[src/rtl/core/sbq_pkg.sv]
`default_nettype none
// ----------------------------------------------------------------------------
// sbq_pkg: shared block pool byte queues, common types and constants
// Request and status codes, widths of the fixed fields, parameter defaults and
// the command/status bundles between controller and datapath.
// ----------------------------------------------------------------------------
package sbq_pkg;

    localparam int REQ_W  = 2;
    localparam int QID_W  = 3;
    localparam int DATA_W = 16;
    localparam int ST_W   = 2;
    localparam int BYTE_W = 8;

    localparam logic [BYTE_W-1:0] BYTE_MASK = 8'o377;

    localparam int NUM_BLOCKS_DEF  = 64;
    localparam int BLOCK_BYTES_DEF = 16;
    localparam int NUM_QUEUES_DEF  = 8;

    typedef enum logic [REQ_W-1:0] {
        REQ_PUT_BYTE = 2'd0,
        REQ_GET_BYTE = 2'd1,
        REQ_PUT_WORD = 2'd2,
        REQ_GET_WORD = 2'd3
    } t_req;

    typedef enum logic [ST_W-1:0] {
        ST_OK      = 2'd0,
        ST_EMPTY   = 2'd1,
        ST_NOSPACE = 2'd2
    } t_status;

    typedef struct packed {
        logic    latch;
        logic    load;
        logic    pop_rd;
        logic    pop;
        logic    put;
        logic    get_rd;
        logic    get;
        logic    wb;
        logic    st_we;
        t_status st_code;
    } t_cmd;

    typedef struct packed {
        t_req req;
        logic phase;
        logic cnt_zero;
        logic cnt_lt2;
        logic need_blk;
        logic free_empty;
    } t_sts;

endpackage
`default_nettype wire

[src/rtl/core/sbq_ctrl.sv]
`default_nettype none
// ----------------------------------------------------------------------------
// sbq_ctrl: request sequencer
// Steps one request through record fetch, checks, block allocation, byte
// moves and write-back, one byte at a time for word requests.
// ----------------------------------------------------------------------------
module sbq_ctrl (
    input  wire logic          i_clk,
    input  wire logic          i_rst_n,
    input  wire logic          start,
    output logic               busy,
    input  wire sbq_pkg::t_sts i_sts,
    output sbq_pkg::t_cmd      o_cmd
);
    import sbq_pkg::*;

    typedef enum logic [8:0] {
        S_IDLE = 9'b000000001,
        S_QRD  = 9'b000000010,
        S_DEC  = 9'b000000100,
        S_PCHK = 9'b000001000,
        S_POP  = 9'b000010000,
        S_PUT  = 9'b000100000,
        S_GCHK = 9'b001000000,
        S_GRD  = 9'b010000000,
        S_WB   = 9'b100000000
    } t_state;

    t_state r_state;
    t_state n_state;

    always_ff @(posedge i_clk) begin
        if (!i_rst_n) begin
            r_state <= S_IDLE;
        end else begin
            r_state <= n_state;
        end
    end

    always_comb begin
        n_state       = r_state;
        o_cmd         = '0;
        o_cmd.st_code = ST_OK;
        case (r_state)
            S_IDLE: begin
                if (start) begin
                    o_cmd.latch = 1'b1;
                    n_state     = S_QRD;
                end
            end
            S_QRD: begin
                o_cmd.load = 1'b1;
                n_state    = S_DEC;
            end
            S_DEC: begin
                case (i_sts.req)
                    REQ_PUT_BYTE: n_state = S_PCHK;
                    REQ_PUT_WORD: begin
                        if (i_sts.free_empty) begin
                            o_cmd.st_we   = 1'b1;
                            o_cmd.st_code = ST_NOSPACE;
                            n_state       = S_WB;
                        end else begin
                            n_state = S_PCHK;
                        end
                    end
                    REQ_GET_BYTE: begin
                        if (i_sts.cnt_zero) begin
                            o_cmd.st_we   = 1'b1;
                            o_cmd.st_code = ST_EMPTY;
                            n_state       = S_WB;
                        end else begin
                            n_state = S_GCHK;
                        end
                    end
                    default: begin
                        if (i_sts.cnt_lt2) begin
                            o_cmd.st_we   = 1'b1;
                            o_cmd.st_code = ST_EMPTY;
                            n_state       = S_WB;
                        end else begin
                            n_state = S_GCHK;
                        end
                    end
                endcase
            end
            S_PCHK: begin
                if (i_sts.need_blk) begin
                    if (i_sts.free_empty) begin
                        if (i_sts.req == REQ_PUT_BYTE) begin
                            o_cmd.st_we   = 1'b1;
                            o_cmd.st_code = ST_NOSPACE;
                        end
                        n_state = S_WB;
                    end else begin
                        o_cmd.pop_rd = 1'b1;
                        n_state      = S_POP;
                    end
                end else begin
                    n_state = S_PUT;
                end
            end
            S_POP: begin
                o_cmd.pop = 1'b1;
                n_state   = S_PUT;
            end
            S_PUT: begin
                o_cmd.put = 1'b1;
                if (i_sts.req == REQ_PUT_WORD && !i_sts.phase) begin
                    n_state = S_PCHK;
                end else begin
                    n_state = S_WB;
                end
            end
            S_GCHK: begin
                o_cmd.get_rd = 1'b1;
                n_state      = S_GRD;
            end
            S_GRD: begin
                o_cmd.get = 1'b1;
                if (i_sts.req == REQ_GET_WORD && !i_sts.phase) begin
                    n_state = S_GCHK;
                end else begin
                    n_state = S_WB;
                end
            end
            S_WB: begin
                o_cmd.wb = 1'b1;
                n_state  = S_IDLE;
            end
            default: n_state = S_IDLE;
        endcase
    end

    assign busy = (r_state != S_IDLE);

endmodule
`default_nettype wire

[config.mk]
export PLATFORM = sky130hd
export DESIGN_NAME = sbq_ctrl
export DESIGN_NICKNAME = d
export VERILOG_FILES = /design/src/rtl/core/sbq_pkg.sv /design/src/rtl/core/sbq_ctrl.sv
export SDC_FILE = /design/constraint.sdc
export NUM_CORES = 1
export LEC_CHECK = 0
export BUFFER_PORTS_ARGS = -buffer_cell sky130_fd_sc_hd__buf_2
export CORE_MARGIN = 5
export CORE_UTILIZATION = 38
export CTS_CLUSTER_DIAMETER = 120
export DETAILED_ROUTE_END_ITERATION = 16
export MAX_ROUTING_LAYER = met4
export PLACE_DENSITY = 0.75
export SYNTH_ARGS = -nofsm -noshare
export SYNTH_HDL_FRONTEND = slang
export SYNTH_SLANG_ARGS = --single-unit
[constraint.sdc]
create_clock -name i_clk -period 2.2 [get_ports i_clk]
set_input_delay 0.44 -clock i_clk [delete_from_list [all_inputs] [get_ports i_clk]]
set_output_delay 0.44 -clock i_clk [all_outputs]
set_load 0.05 [all_outputs]
==> results.py <==
metrics = {
    "placed_design": {
        "io_buffers": 21,
        "gp_congestion": 0.778,
        "placedCellCount": 116,
        "dp_hpwl_mm": 1.34,
    },
    "critical_path": {
        "critPathArrivalTime_ps": 1690,
        "path_buf_inv": 1,
        "path_max_fanout": 6,
        "critPathKind": "reg2out",
        "timing.critical_path.slowest_cell_delay_ps": 370,
        "critPathCaptureType": "output port",
        "crit_path_start_kind": "flip-flop",
        "cp_slowest_cell": "dfxtp_4",
        "cp_cell_sequence": "nor4_4 -> nand4_1 -> mux2i_1 -> and2_2 -> or2_4 -> buf_8",
        "crit_required_ps": 1760,
        "path_delay_family": "simple AND/OR/NAND/NOR gates",
    },
    "yosys": {
        "synth_cells": 77,
        "async_flop_share": 0,
        "yosysWarnings": 0,
        "syn-cell-area_um2": 616,
        "ys.flop_type": "dfxtp_1",
        "syn-num-nets": 87,
        "ys_types": 34,
        "ys_seq_elements": 9,
        "yosysSeqAreaShare": 0.293,
        "synth_edf_count": 0,
        "syn_area_per_cell_um2": 7.99,
    },
    "final_layout": {
        "n_antenna_cell": 0,
        "largestRegisters": "r_state (9)",
        "layout_commonest_cell": "buf_2",
        "final_util": 0.574,
        "drive_gt1_frac": 0.429,
        "most-common-layout-cells": "buf_2 (15), nor2_1 (10), clkbuf_4 (7), dfxtp_1 (7)",
        "fin_nets": 116,
        "top_register": "r_state",
        "final_cells": 121,
        "syn_to_final_growth_pct": 42.1,
        "largest_reg_flops": 9,
    },
    "grt": {
        "grt_pass1_vias": 642,
        "grt_max_degree": 9,
        "grt_pass1_wl_mm": 2.77,
        "grt_busiest_layer": "met2",
        "track_usage": 0.142,
        "use_met3": 0.0562,
        "met1_usage": 0.176,
        "gr-usage-met2": 0.211,
        "antenna_found_initial": 0,
        "globalRouteOverflowTotal": 0,
    },
    "clock_network": {
        "cts_hold_buf": 0,
        "path_clk_slew_ps": 70,
        "cts_made_buffers": 3,
        "cts_tree": "built",
        "cts.sinks": 9,
        "clk_path_buf_depth": 2,
        "clkLatencyLatePin_ps": 270,
        "htree_levels": 1,
        "cts-root-buf": "clkbuf_4",
    },
    "power": {
        "swShare": 0.324,
        "combPwrFrac": 0.244,
        "pwr-share-seq": 0.434,
        "p_per_area_nw_per_um2": 462,
        "total_power_uw": 404,
        "peakVddDrop_v": 0.000395,
        "clkPwrFrac": 0.322,
        "net-switching-power_uw": 131,
        "p_int_uw": 273,
        "leakage_nw": 0.381,
    },
    "detailed_routing": {
        "wl_mm": 1.71,
        "wl_per_cell_um": 14.2,
        "ant_nets": 0,
        "drt-vias-per-instance": 5.66,
        "drc": 0,
        "drt_iter0_markers": 19,
        "dr.pass1.iters": 4,
        "num_vias": 685,
    },
    "timing": {
        "hold-worst-slack_ps": 413,
        "setup_viol": 0,
        "finalHoldViolCount": 0,
        "worstMarginPinSlew_ps": 304,
        "finalCritPeriodShare": 0.967,
        "skew_ps": 14.3,
        "min_period_ps": 2130,
        "rsz0062_at_grt": "yes",
        "slew_headroom": 0.797,
        "fin_tns_setup_ps": 0,
        "max_freq_ghz": 0.470,
        "report.final.slew_viol_count": 0,
    },
    "floorplan": {
        "fp.dieArea_um2": 2530,
        "start_util": 0.404,
        "fp-row-count": 14,
        "die_h_um": 50.3,
        "ioPinCount": 22,
        "die_w_um": 50.3,
        "core_um2": 1520,
    },
    "flow_run": {
        "drv_cap": 0,
    },
    "outcome": {
        "status": "complete, no violations",
    },
    "min_path": {
        "hold_class": "in2reg",
    },
}
worst register-to-register path, stage by stage (launching register included):
cell and delay [ps]:
dfxtp_4 370, nor4_4 310, buf_4 170, nand2_1 110, maj3_2 330, or4_1 400
metrics by stage:
| stage | setup WS [ps] | cell area, µm² |
|---|---|---|
| floorplan | 55.7 | 657 |
| global placement | 223 | 797 |
| detailed placement | 198 | 797 |
| CTS | 1.42 | 830 |
| global route | -63.3 | 875 |
| finish | 73.5 | 875 |
routing by layer:
| layer | share of wire | up-vias | wire length [µm] |
|---|---|---|---|
| met5 | 0 | - | 0 |
| met4 | 0.0023 | 0 | 4 |
| met3 | 0.069 | 2 | 119 |
| met2 | 0.49 | 22 | 846 |
| met1 | 0.43 | 317 | 743 |
| li1 | - | 344 | - |
synth_stat cells, types with 2 or more instances:
| library cell | count | area, µm² |
|---|---|---|
| o21ai_0 | 3 | 15.0 |
| inv_1 | 2 | 7.51 |
| and2_1 | 2 | 12.5 |
| a31oi_1 | 2 | 12.5 |
| and3_1 | 2 | 12.5 |
| nor2b_1 | 5 | 31.3 |
| nor3_1 | 4 | 20.0 |
| a21oi_1 | 6 | 30.0 |
| nor2_1 | 12 | 45.0 |
| dfxtp_1 | 9 | 180 |
| nand2_1 | 7 | 26.3 |
worst paths after layout:
path	startpoint	to	slack (ps)	cells after the start
worst max-delay path	r_state[0]	o_cmd[2]	70	6
worst max register to register	r_state[0]	r_state[0]	390	5
worst min-delay path	i_sts[5]	r_state[3]	410	2
worst min register to register	r_state[8]	r_state[0]	600	1
area by class of cell:
type | instances | area [µm²]
clock buffer | 4 | 26.3
fill | 145 | 649
inverter | 2 | 7.51
multi-input combinational | 66 | 479
sequential | 9 | 188
tap | 16 | 20.0
timing repair buffer | 24 | 154
power groups by stage:
| stage | clock [mW] | combinational, mW | sequential (mW) |
|---|---|---|---|
| after floorplan | 0 | 0.0690 | 0.177 |
| after global placement | 0 | 0.0924 | 0.179 |
| after detailed placement | 0 | 0.0943 | 0.179 |
| after CTS | 0.130 | 0.0945 | 0.176 |
| after global routing | 0.145 | 0.107 | 0.176 |
| final | 0.130 | 0.0988 | 0.175 |
cell families (layout without fill, tap and decap cells):
group / Yosys count / count (layout) / share of synthesized area
flops: 9 / 9 / 0.293
buf+inv: 2 / 30 / 0.0122
simple gates: 46 / 46 / 0.459
mux: 2 / 2 / 0.0346
fa+ha+maj: 1 / 1 / 0.0183
compound gates: 16 / 16 / 0.169
xor+xnor: 1 / 1 / 0.0142
timing repair:
item	in CTS	in global routing
resized for setup	2	15
endpoints found under the setup margin	1	9
pin swaps	2	4
buffers inserted	0	1
No activity file was read; power rests on OpenSTA's default activity.
